[src/epsq_pkg.sv]
// ----------------------------------------------------------------------------
// Entry phase sequencer package
// Shared phase, reason and action codes plus the configuration, observation
// and sequencer state types.
// ----------------------------------------------------------------------------
package epsq_pkg;

  localparam int unsigned VelW  = 23;
  localparam int unsigned ObsW  = 24;
  localparam int unsigned TimeW = 32;
  localparam int unsigned CntW  = 3;
  localparam int unsigned CfgIdxW  = 3;
  localparam int unsigned CfgDataW = 23;
  localparam int unsigned InDataW  = 88;
  localparam int unsigned OutDataW = 80;

  typedef enum logic [2:0] {
    PH_PRE   = 3'd0,
    PH_TEMP  = 3'd1,
    PH_EQ    = 3'd2,
    PH_DRAG  = 3'd3,
    PH_TRANS = 3'd4
  } phase_e;

  typedef enum logic [2:0] {
    RS_NONE    = 3'd0,
    RS_START   = 3'd1,
    RS_RESTART = 3'd2,
    RS_CONTACT = 3'd3,
    RS_TEMP    = 3'd4,
    RS_ICPT    = 3'd5,
    RS_DRAG    = 3'd6,
    RS_HAND    = 3'd7
  } reason_e;

  typedef enum logic [1:0] {
    ACT_UPDATE  = 2'd0,
    ACT_INIT    = 2'd1,
    ACT_HANDOFF = 2'd2
  } action_e;

  // Configuration register indexes
  localparam logic [CfgIdxW-1:0] CFG_TEMP_EN  = 3'd0;
  localparam logic [CfgIdxW-1:0] CFG_TEMP_VEL = 3'd1;
  localparam logic [CfgIdxW-1:0] CFG_DRAG_EN  = 3'd2;
  localparam logic [CfgIdxW-1:0] CFG_DRAG_VEL = 3'd3;
  localparam logic [CfgIdxW-1:0] CFG_FLOOR_EN = 3'd4;
  localparam logic [CfgIdxW-1:0] CFG_FLOOR_PH = 3'd5;

  typedef struct packed {
    logic            temp_gate_enable;
    logic [VelW-1:0] temp_end_velocity;
    logic            drag_gate_enable;
    logic [VelW-1:0] drag_end_velocity;
    logic            floor_enable;
    logic [2:0]      floor_phase;
  } cfg_t;

  typedef struct packed {
    logic [1:0]              action;
    logic [TimeW-1:0]        time_ms;
    logic signed [ObsW-1:0]  velocity;
    logic signed [ObsW-1:0]  dyn_pressure;
    logic                    restart;
    logic                    intercept_known;
    logic                    intercept_hit;
  } obs_t;

  typedef struct packed {
    logic             init;
    logic             done;
    phase_e           phase;
    reason_e          reason;
    phase_e           from;
    phase_e           to;
    logic [TimeW-1:0] time_ms;
    logic [VelW-1:0]  vel;
    logic             completed;
    logic [CntW-1:0]  count;
  } seq_state_t;

endpackage

[src/entry_phase_sequencer_core.sv]
// ----------------------------------------------------------------------------
// Entry phase sequencer core
// Steps a vehicle through pre-entry, temperature control, equilibrium glide,
// constant drag and transition, and reports the record of the last move.
// ----------------------------------------------------------------------------
//
//  channel   direction  handshake                    payload
//  --------  ---------  ---------------------------  ---------------------------
//  s_axis    in         s_axis_tvalid/s_axis_tready  observation, action in tuser
//  m_axis    out        m_axis_tvalid/m_axis_tready  ok flag and sequencer record
//  cfg       in         cfg_valid_i/cfg_ready_o      register index and value
//
// One observation per cycle while the output is not stalled: a transfer lands
// in the input register; once the result register is free, the step logic
// updates the sequencer state and loads the result register.
// The state register feeds back to the step logic, so each item sees the
// state left by the item before it. Reset clears state, configuration and
// valid flags. A stalled result holds both stages; the configuration port is
// always ready.
// ----------------------------------------------------------------------------
module entry_phase_sequencer_core import epsq_pkg::*; (
  input  logic                clk_i,
  input  logic                rst_ni,

  input  logic                s_axis_tvalid,
  output logic                s_axis_tready,
  // tdata: time_ms[31:0], velocity[55:32], dyn_pressure[79:56], restart[80],
  //        intercept_known[81], intercept_hit[82], zero fill[87:83]
  input  logic [InDataW-1:0]  s_axis_tdata,
  // tuser: action[1:0]
  input  logic [1:0]          s_axis_tuser,

  output logic                m_axis_tvalid,
  input  logic                m_axis_tready,
  // tdata: ok[0], is_initialized[1], complete[2], phase[5:3],
  //        last_reason[8:6], last_from[11:9], last_to[14:12], last_time[46:15],
  //        last_velocity[69:47], last_completed[70], count[73:71], zero[79:74]
  output logic [OutDataW-1:0] m_axis_tdata,

  input  logic                cfg_valid_i,
  output logic                cfg_ready_o,
  input  logic [CfgIdxW-1:0]  cfg_index_i,
  input  logic [CfgDataW-1:0] cfg_data_i
);

  cfg_t       cfg;
  obs_t       obs_q, obs_d;
  logic       in_vld_q;
  seq_state_t st_q, st_d;
  logic       step_ok;
  seq_state_t res_st_q;
  logic       res_ok_q;
  logic       out_vld_q;
  logic       out_free;
  logic       advance;

  assign cfg_ready_o = 1'b1;

  epsq_cfg_regs u_cfg (
    .clk_i      (clk_i),
    .rst_ni     (rst_ni),
    .wr_en_i    (cfg_valid_i && cfg_ready_o),
    .wr_index_i (cfg_index_i),
    .wr_data_i  (cfg_data_i),
    .cfg_o      (cfg)
  );

  // Unpack the incoming transfer
  always_comb begin
    obs_d.action          = s_axis_tuser;
    obs_d.time_ms         = s_axis_tdata[31:0];
    obs_d.velocity        = s_axis_tdata[55:32];
    obs_d.dyn_pressure    = s_axis_tdata[79:56];
    obs_d.restart         = s_axis_tdata[80];
    obs_d.intercept_known = s_axis_tdata[81];
    obs_d.intercept_hit   = s_axis_tdata[82];
  end

  // Result register can take a new item when empty or being drained
  assign out_free      = !out_vld_q || m_axis_tready;
  assign advance       = in_vld_q && out_free;
  assign s_axis_tready = !in_vld_q || out_free;

  always_ff @(posedge clk_i or negedge rst_ni) begin
    if (!rst_ni) begin
      in_vld_q <= 1'b0;
    end else if (s_axis_tready) begin
      in_vld_q <= s_axis_tvalid;
    end
  end

  always_ff @(posedge clk_i) begin
    if (s_axis_tvalid && s_axis_tready) begin
      obs_q <= obs_d;
    end
  end

  epsq_step u_step (
    .cfg_i (cfg),
    .obs_i (obs_q),
    .st_i  (st_q),
    .st_o  (st_d),
    .ok_o  (step_ok)
  );

  // Sequencer state: commit only when the item moves into the result register
  always_ff @(posedge clk_i or negedge rst_ni) begin
    if (!rst_ni) begin
      st_q <= '0;
    end else if (advance) begin
      st_q <= st_d;
    end
  end

  always_ff @(posedge clk_i or negedge rst_ni) begin
    if (!rst_ni) begin
      out_vld_q <= 1'b0;
    end else if (out_free) begin
      out_vld_q <= in_vld_q;
    end
  end

  always_ff @(posedge clk_i) begin
    if (advance) begin
      res_st_q <= st_d;
      res_ok_q <= step_ok;
    end
  end

  assign m_axis_tvalid = out_vld_q;
  assign m_axis_tdata  = {6'd0,
                          res_st_q.count,
                          res_st_q.completed,
                          res_st_q.vel,
                          res_st_q.time_ms,
                          res_st_q.to,
                          res_st_q.from,
                          res_st_q.reason,
                          res_st_q.phase,
                          res_st_q.done,
                          res_st_q.init,
                          res_ok_q};

  // Completion is only reachable from an initialized sequencer in transition
  a_done_in_trans: assert property (@(posedge clk_i) disable iff (!rst_ni)
    st_q.done |-> (st_q.init && st_q.phase == PH_TRANS))
    else $error("complete outside transition phase");

  // A rejected item leaves the sequencer state untouched
  a_reject_holds: assert property (@(posedge clk_i) disable iff (!rst_ni)
    (advance && !step_ok) |=> (st_q == $past(st_q)))
    else $error("rejected item changed state");

  // The completed record always carries the handoff reason
  a_completed_reason: assert property (@(posedge clk_i) disable iff (!rst_ni)
    st_q.completed |-> (st_q.reason == RS_HAND && st_q.done))
    else $error("completed record without handoff");

  // A result that loads mirrors the state committed on the same edge
  a_result_matches_state: assert property (@(posedge clk_i) disable iff (!rst_ni)
    advance |=> (res_st_q == st_q))
    else $error("result register out of step with state");

endmodule

[src/epsq_cfg_regs.sv]
// ----------------------------------------------------------------------------
// Entry phase sequencer configuration registers
// Decodes register writes by index; writes beyond the list are dropped.
// ----------------------------------------------------------------------------
module epsq_cfg_regs import epsq_pkg::*; (
  input  logic                clk_i,
  input  logic                rst_ni,
  input  logic                wr_en_i,
  input  logic [CfgIdxW-1:0]  wr_index_i,
  input  logic [CfgDataW-1:0] wr_data_i,
  output cfg_t                cfg_o
);

  cfg_t cfg_q, cfg_d;

  always_comb begin
    cfg_d = cfg_q;
    if (wr_en_i) begin
      case (wr_index_i)
        CFG_TEMP_EN:  cfg_d.temp_gate_enable  = wr_data_i[0];
        CFG_TEMP_VEL: cfg_d.temp_end_velocity = wr_data_i[VelW-1:0];
        CFG_DRAG_EN:  cfg_d.drag_gate_enable  = wr_data_i[0];
        CFG_DRAG_VEL: cfg_d.drag_end_velocity = wr_data_i[VelW-1:0];
        CFG_FLOOR_EN: cfg_d.floor_enable      = wr_data_i[0];
        CFG_FLOOR_PH: cfg_d.floor_phase       = wr_data_i[2:0];
        default: ;
      endcase
    end
  end

  always_ff @(posedge clk_i or negedge rst_ni) begin
    if (!rst_ni) begin
      cfg_q <= '0;
    end else begin
      cfg_q <= cfg_d;
    end
  end

  assign cfg_o = cfg_q;

endmodule

[src/epsq_step.sv]
// ----------------------------------------------------------------------------
// Entry phase sequencer step logic
// Validates one observation, evaluates the gates and computes the next
// sequencer state and the accept flag.
// ----------------------------------------------------------------------------
module epsq_step import epsq_pkg::*; (
  input  cfg_t       cfg_i,
  input  obs_t       obs_i,
  input  seq_state_t st_i,
  output seq_state_t st_o,
  output logic       ok_o
);

  logic            obs_ok;
  logic            prof_ok;
  logic            dp_pos;
  logic            icpt;
  logic [VelW-1:0] v;
  logic            temp_gate;
  logic            drag_gate;
  logic [2:0]      init_ph;

  assign obs_ok    = !obs_i.velocity[ObsW-1] && !obs_i.dyn_pressure[ObsW-1];
  assign prof_ok   = !(cfg_i.floor_enable && (cfg_i.floor_phase > 3'(PH_TRANS)));
  assign dp_pos    = !obs_i.dyn_pressure[ObsW-1] && (|obs_i.dyn_pressure);
  assign icpt      = obs_i.intercept_known && obs_i.intercept_hit;
  assign v         = obs_ok ? obs_i.velocity[VelW-1:0] : '0;
  assign temp_gate = cfg_i.temp_gate_enable && (v <= cfg_i.temp_end_velocity);
  assign drag_gate = cfg_i.drag_gate_enable && (v <= cfg_i.drag_end_velocity);

  // Restart classification: highest phase whose entry condition holds
  always_comb begin
    init_ph = 3'(PH_PRE);
    if (obs_i.restart) begin
      if (cfg_i.floor_enable) init_ph = cfg_i.floor_phase;
      if (dp_pos && init_ph < 3'(PH_TEMP)) init_ph = 3'(PH_TEMP);
      if (temp_gate && init_ph < 3'(PH_EQ)) init_ph = 3'(PH_EQ);
      if (icpt && init_ph < 3'(PH_DRAG)) init_ph = 3'(PH_DRAG);
      if (drag_gate) init_ph = 3'(PH_TRANS);
    end
  end

  always_comb begin
    seq_state_t init_st;
    seq_state_t rec_st;
    phase_e     to_ph;
    reason_e    rsn;
    logic       move;
    logic       comp;

    init_st           = st_i;
    init_st.init      = 1'b1;
    init_st.done      = 1'b0;
    init_st.phase     = phase_e'(init_ph);
    init_st.reason    = obs_i.restart ? RS_RESTART : RS_START;
    init_st.from      = phase_e'(init_ph);
    init_st.to        = phase_e'(init_ph);
    init_st.time_ms   = obs_i.time_ms;
    init_st.vel       = v;
    init_st.completed = 1'b0;
    init_st.count     = '0;

    // Forward gate of the current phase, or the handoff record
    move  = 1'b0;
    comp  = 1'b0;
    to_ph = st_i.phase;
    rsn   = RS_NONE;
    if (action_e'(obs_i.action) == ACT_HANDOFF) begin
      move  = !st_i.done;
      comp  = 1'b1;
      to_ph = PH_TRANS;
      rsn   = RS_HAND;
    end else begin
      case (st_i.phase)
        PH_PRE:  begin move = dp_pos;    to_ph = PH_TEMP;  rsn = RS_CONTACT; end
        PH_TEMP: begin move = temp_gate; to_ph = PH_EQ;    rsn = RS_TEMP;    end
        PH_EQ:   begin move = icpt;      to_ph = PH_DRAG;  rsn = RS_ICPT;    end
        PH_DRAG: begin move = drag_gate; to_ph = PH_TRANS; rsn = RS_DRAG;    end
        default: ;
      endcase
    end

    rec_st           = st_i;
    rec_st.phase     = to_ph;
    rec_st.done      = st_i.done | comp;
    rec_st.reason    = rsn;
    rec_st.from      = st_i.phase;
    rec_st.to        = to_ph;
    rec_st.time_ms   = obs_i.time_ms;
    rec_st.vel       = v;
    rec_st.completed = comp;
    rec_st.count     = st_i.count + CntW'(1);

    st_o = st_i;
    ok_o = 1'b0;
    case (action_e'(obs_i.action))
      ACT_INIT: begin
        if (obs_ok && prof_ok) begin
          ok_o = 1'b1;
          st_o = init_st;
        end
      end
      ACT_UPDATE: begin
        if (obs_ok && prof_ok) begin
          ok_o = 1'b1;
          if (!st_i.init) begin
            st_o = init_st;
          end else if (!st_i.done && move) begin
            st_o = rec_st;
          end
        end
      end
      ACT_HANDOFF: begin
        if (obs_ok && st_i.init && st_i.phase == PH_TRANS) begin
          ok_o = 1'b1;
          if (move) st_o = rec_st;
        end
      end
      default: ;
    endcase
  end

endmodule

[config.mk]
export PLATFORM = sky130hd
export DESIGN_NAME = entry_phase_sequencer_core
export DESIGN_NICKNAME = d
export VERILOG_FILES = /design/src/epsq_pkg.sv /design/src/entry_phase_sequencer_core.sv /design/src/epsq_cfg_regs.sv /design/src/epsq_step.sv
export SDC_FILE = /design/constraint.sdc
export NUM_CORES = 1
export LEC_CHECK = 0
export ABC_AREA = 1
export BUFFER_PORTS_ARGS = -buffer_cell sky130_fd_sc_hd__buf_4
export CAP_MARGIN = 25
export CORE_ASPECT_RATIO = 0.7
export CORE_MARGIN = 4
export CORE_UTILIZATION = 63
export CTS_CLUSTER_SIZE = 10
export DETAILED_ROUTE_END_ITERATION = 12
export PLACE_DENSITY = 0.86
export SYNTH_ARGS = -nofsm -noshare
export SYNTH_HDL_FRONTEND = slang
export SYNTH_HIERARCHICAL = 1
export SYNTH_SLANG_ARGS = --single-unit
export TNS_END_PERCENT = 1
[constraint.sdc]
create_clock -name clk_i -period 9.67 [get_ports clk_i]
set_clock_uncertainty 0.1 [all_clocks]
set_input_delay 0 -clock clk_i [delete_from_list [all_inputs] [get_ports clk_i]]
set_output_delay 0 -clock clk_i [all_outputs]
set_load 0.1 [all_outputs]
==> impl_metrics.tcl <==
set metrics [dict create \
    outcome "complete, no violations" \
    tns_ps 0 \
    grt_start_max_net_pins 89 \
    postLayoutCoreUtil 0.819 \
    post-place-ws_ps 4230 \
    slew_headroom 0.317 \
    die_y_um 137 \
    cts_root_buf "clkbuf_16" \
    cp-start-kind "flip-flop" \
    power_uw 4710 \
    ys_async_sr_fraction 0.444 \
    nets 2199 \
    antenna_found_initial 0 \
    start_util 0.651 \
    drc 0 \
    syn_inst 1739 \
    grt_pass1_wl_um 72100 \
    synth_edf_count 159 \
    netlist.area_leader.share 0.319 \
    first_global_vias 13900 \
    static-leakage-power_uw 0.00885 \
    hold_path.class "input pin to flip-flop" \
    ys_top_cells_by_count "nand2_1 (576), nand3_1 (214), edfxtp_1 (159), inv_1 (142), dfrtp_1 (127)" \
    core-area_um2 23000 \
    fmax_ghz 0.170 \
    cts_resized 0 \
    drive_above_1_share 0.154 \
    diodes 0 \
    yosys_warnings 6 \
    clock_sinks 286 \
    regArea_um2 7950 \
    yosys.area.top_type "edfxtp_1" \
    cts.htree.levels 2 \
    syn_area_um2 15000 \
    io_pins 204 \
    cts_buffers 34 \
    critPathCaptureType "flip-flop" \
    drt-total-wl_um 45900 \
    syn2layout_area_growth_pct 25.8 \
    post-synth-top-count-cell "nand2_1" \
    ant_nets 0 \
    via_per_inst 5.98 \
    num_rows 46 \
    synthFlopType "edfxtp_1" \
    numPortBuffers 191 \
    wl_per_cell_um 19.4 \
    clk_latency_ps 520 \
    synth_area_leaders "edfxtp_1 (32%), dfrtp_1 (21%), nand2_1 (14%)" \
    min_period_over_period 0.609 \
    dpl.hpwl_um 26200 \
    post_cts_buffers 0 \
    cp_max_fo 32 \
    ys_seq_area_frac 0.531 \
    setup_ws_ps 3780 \
    critPathKind "flip-flop to flip-flop" \
    rsz0062_at_grt "no" \
    gp_congestion 0.950 \
    die_area_um2 26400 \
    grt.overflow.total 0 \
    worst_hold_slack_ps 98.2 \
    syn_avg_cell_area_um2 8.62 \
    synth_cell_type_count 40 \
    ys_seq_elements 286 \
    cts_buffer_depth 3 \
    cp.arrival_ps 6240 \
    power.density_nw_per_um2 250 \
    final-max-slew-violation-count 0 \
    die_width_um 192 \
    hold_viol 0 \
    cts_tree "done" \
    peakVddDrop_v 0.000233 \
    track_usage 0.348 \
    fill_cells 1356 \
    cts_hold_buf 142 \
    fin_crit_ps 5890 \
    firstDrtPassIters 7 \
    worst_pin_slew_ps 1020 \
    max-cap-violations 0 \
    worstPathRequired_ps 10010 \
    drt-initial-drc-count 1905 \
    setup_violations 0 \
    path_clk_slew_ps 60 \
    num_vias 14200 \
    multi_input_area_um2 5950 \
]
==> worst paths after layout <==
kind                                   end  cells after the start  slack (ps)        startpoint
setup / recovery                  st_q[49]                     24        3780         obs_q[26]
hold / removal                   obs_q[23]                      2         100  s_axis_tdata[76]
setup reg to reg                  st_q[49]                     24        3780         obs_q[26]
hold reg to reg            u_cfg/cfg_o[43]                      2         370   u_cfg/cfg_o[43]
max in group asynchronous  u_cfg/cfg_o[45]                      4        8210            rst_ni
min in group asynchronous         in_vld_q                      4         490            rst_ni
==> critical path: stages (launching register included) <==
cell	delay, ps
edfxtp_1	430
nor2_4	270
inv_1	480
nor2_1	470
ha_1	330
nand2_1	100
inv_1	60
nor2_1	160
o21a_1	190
nand2_1	60
nand2_1	50
nand3_1	60
nand2_1	160
nand3_1	90
nand2_1	80
inv_1	70
nand3_4	120
nand3_4	320
nand2_4	410
nand2_4	250
o21ai_4	870
nand2_1	220
nand3_1	210
nand3_1	90
nand2_1	110
==> layout make-up <==
class / count / share of cell area
Sequential cell: 286 / 0.422
Multi-Input combinational cell: 1212 / 0.315
Timing Repair Buffer: 348 / 0.160
Clock buffer: 58 / 0.0516
Inverter: 150 / 0.0300
Tap cell: 312 / 0.0207
Clock inverter: 2 / 0.000664
==> cell usage in the layout, fill, tap and decap left out, drive strengths merged, types with 3 or more instances in the layout <==
master	synthesis	final
nor3	6	6
inv	148	147
nand3	218	218
ha	46	46
dlygate4sd3	0	143
o211ai	47	47
conb	2	7
edfxtp	159	159
clkinv	2	5
o21ai	61	61
o21a	3	3
buf	62	205
dfrtp	127	127
nor2	95	95
clkbuf	34	58
nor4	3	3
a31oi	3	3
nand2	587	587
or2	41	41
nand4	38	38
nand3b	3	3
a21oi	48	48
==> sequential cells by signal (all words and copies together), names as in the netlist <==
name,flops
in_vld_q,1
m_axis_tdata,73
m_axis_tvalid,1
obs_q,85
res_ok_q,1
st_q,73
u_cfg/cfg_o,52
==> per-layer routing <==
layer / GRT usage / wire length [um] / up-vias
li1: - / - / 6364
met1: 0.462 / 16800 / 6624
met2: 0.573 / 21900 / 1008
met3: 0.0734 / 5450 / 174
met4: 0.127 / 1730 / 0
met5: 0 / 0 / -
==> stage by stage <==
step / instances / instance area, um2
after detailed placement: 2164 / 16400
after CTS: 2366 / 18800
after global routing: 2368 / 18900
after global placement: 2163 / 16400
after floorplan: 1744 / 15000
final: 2368 / 18900
==> report_power, final <==
part           internal (uW)  leakage (uW)  total (uW)  switching (uW)
Combinational            450       0.00519        1710            1260
Clock                    681      0.000471        1180             497
Sequential              1610       0.00319        1820             217
Total                   2740       0.00885        4710            1970
==> cell families after synthesis <==
kind of cell | count (synthesis) | synth area share
AND/OR/NAND/NOR | 992 | 0.290
flip-flops | 286 | 0.531
buffers and inverters | 246 | 0.0747
AO/OA/AOI/OAI | 166 | 0.0655
adder cells (fa/ha/maj) | 46 | 0.0384
other | 2 | 0.000501
XOR/XNOR | 1 | 0.000584
(Power assumes the default switching activity.)
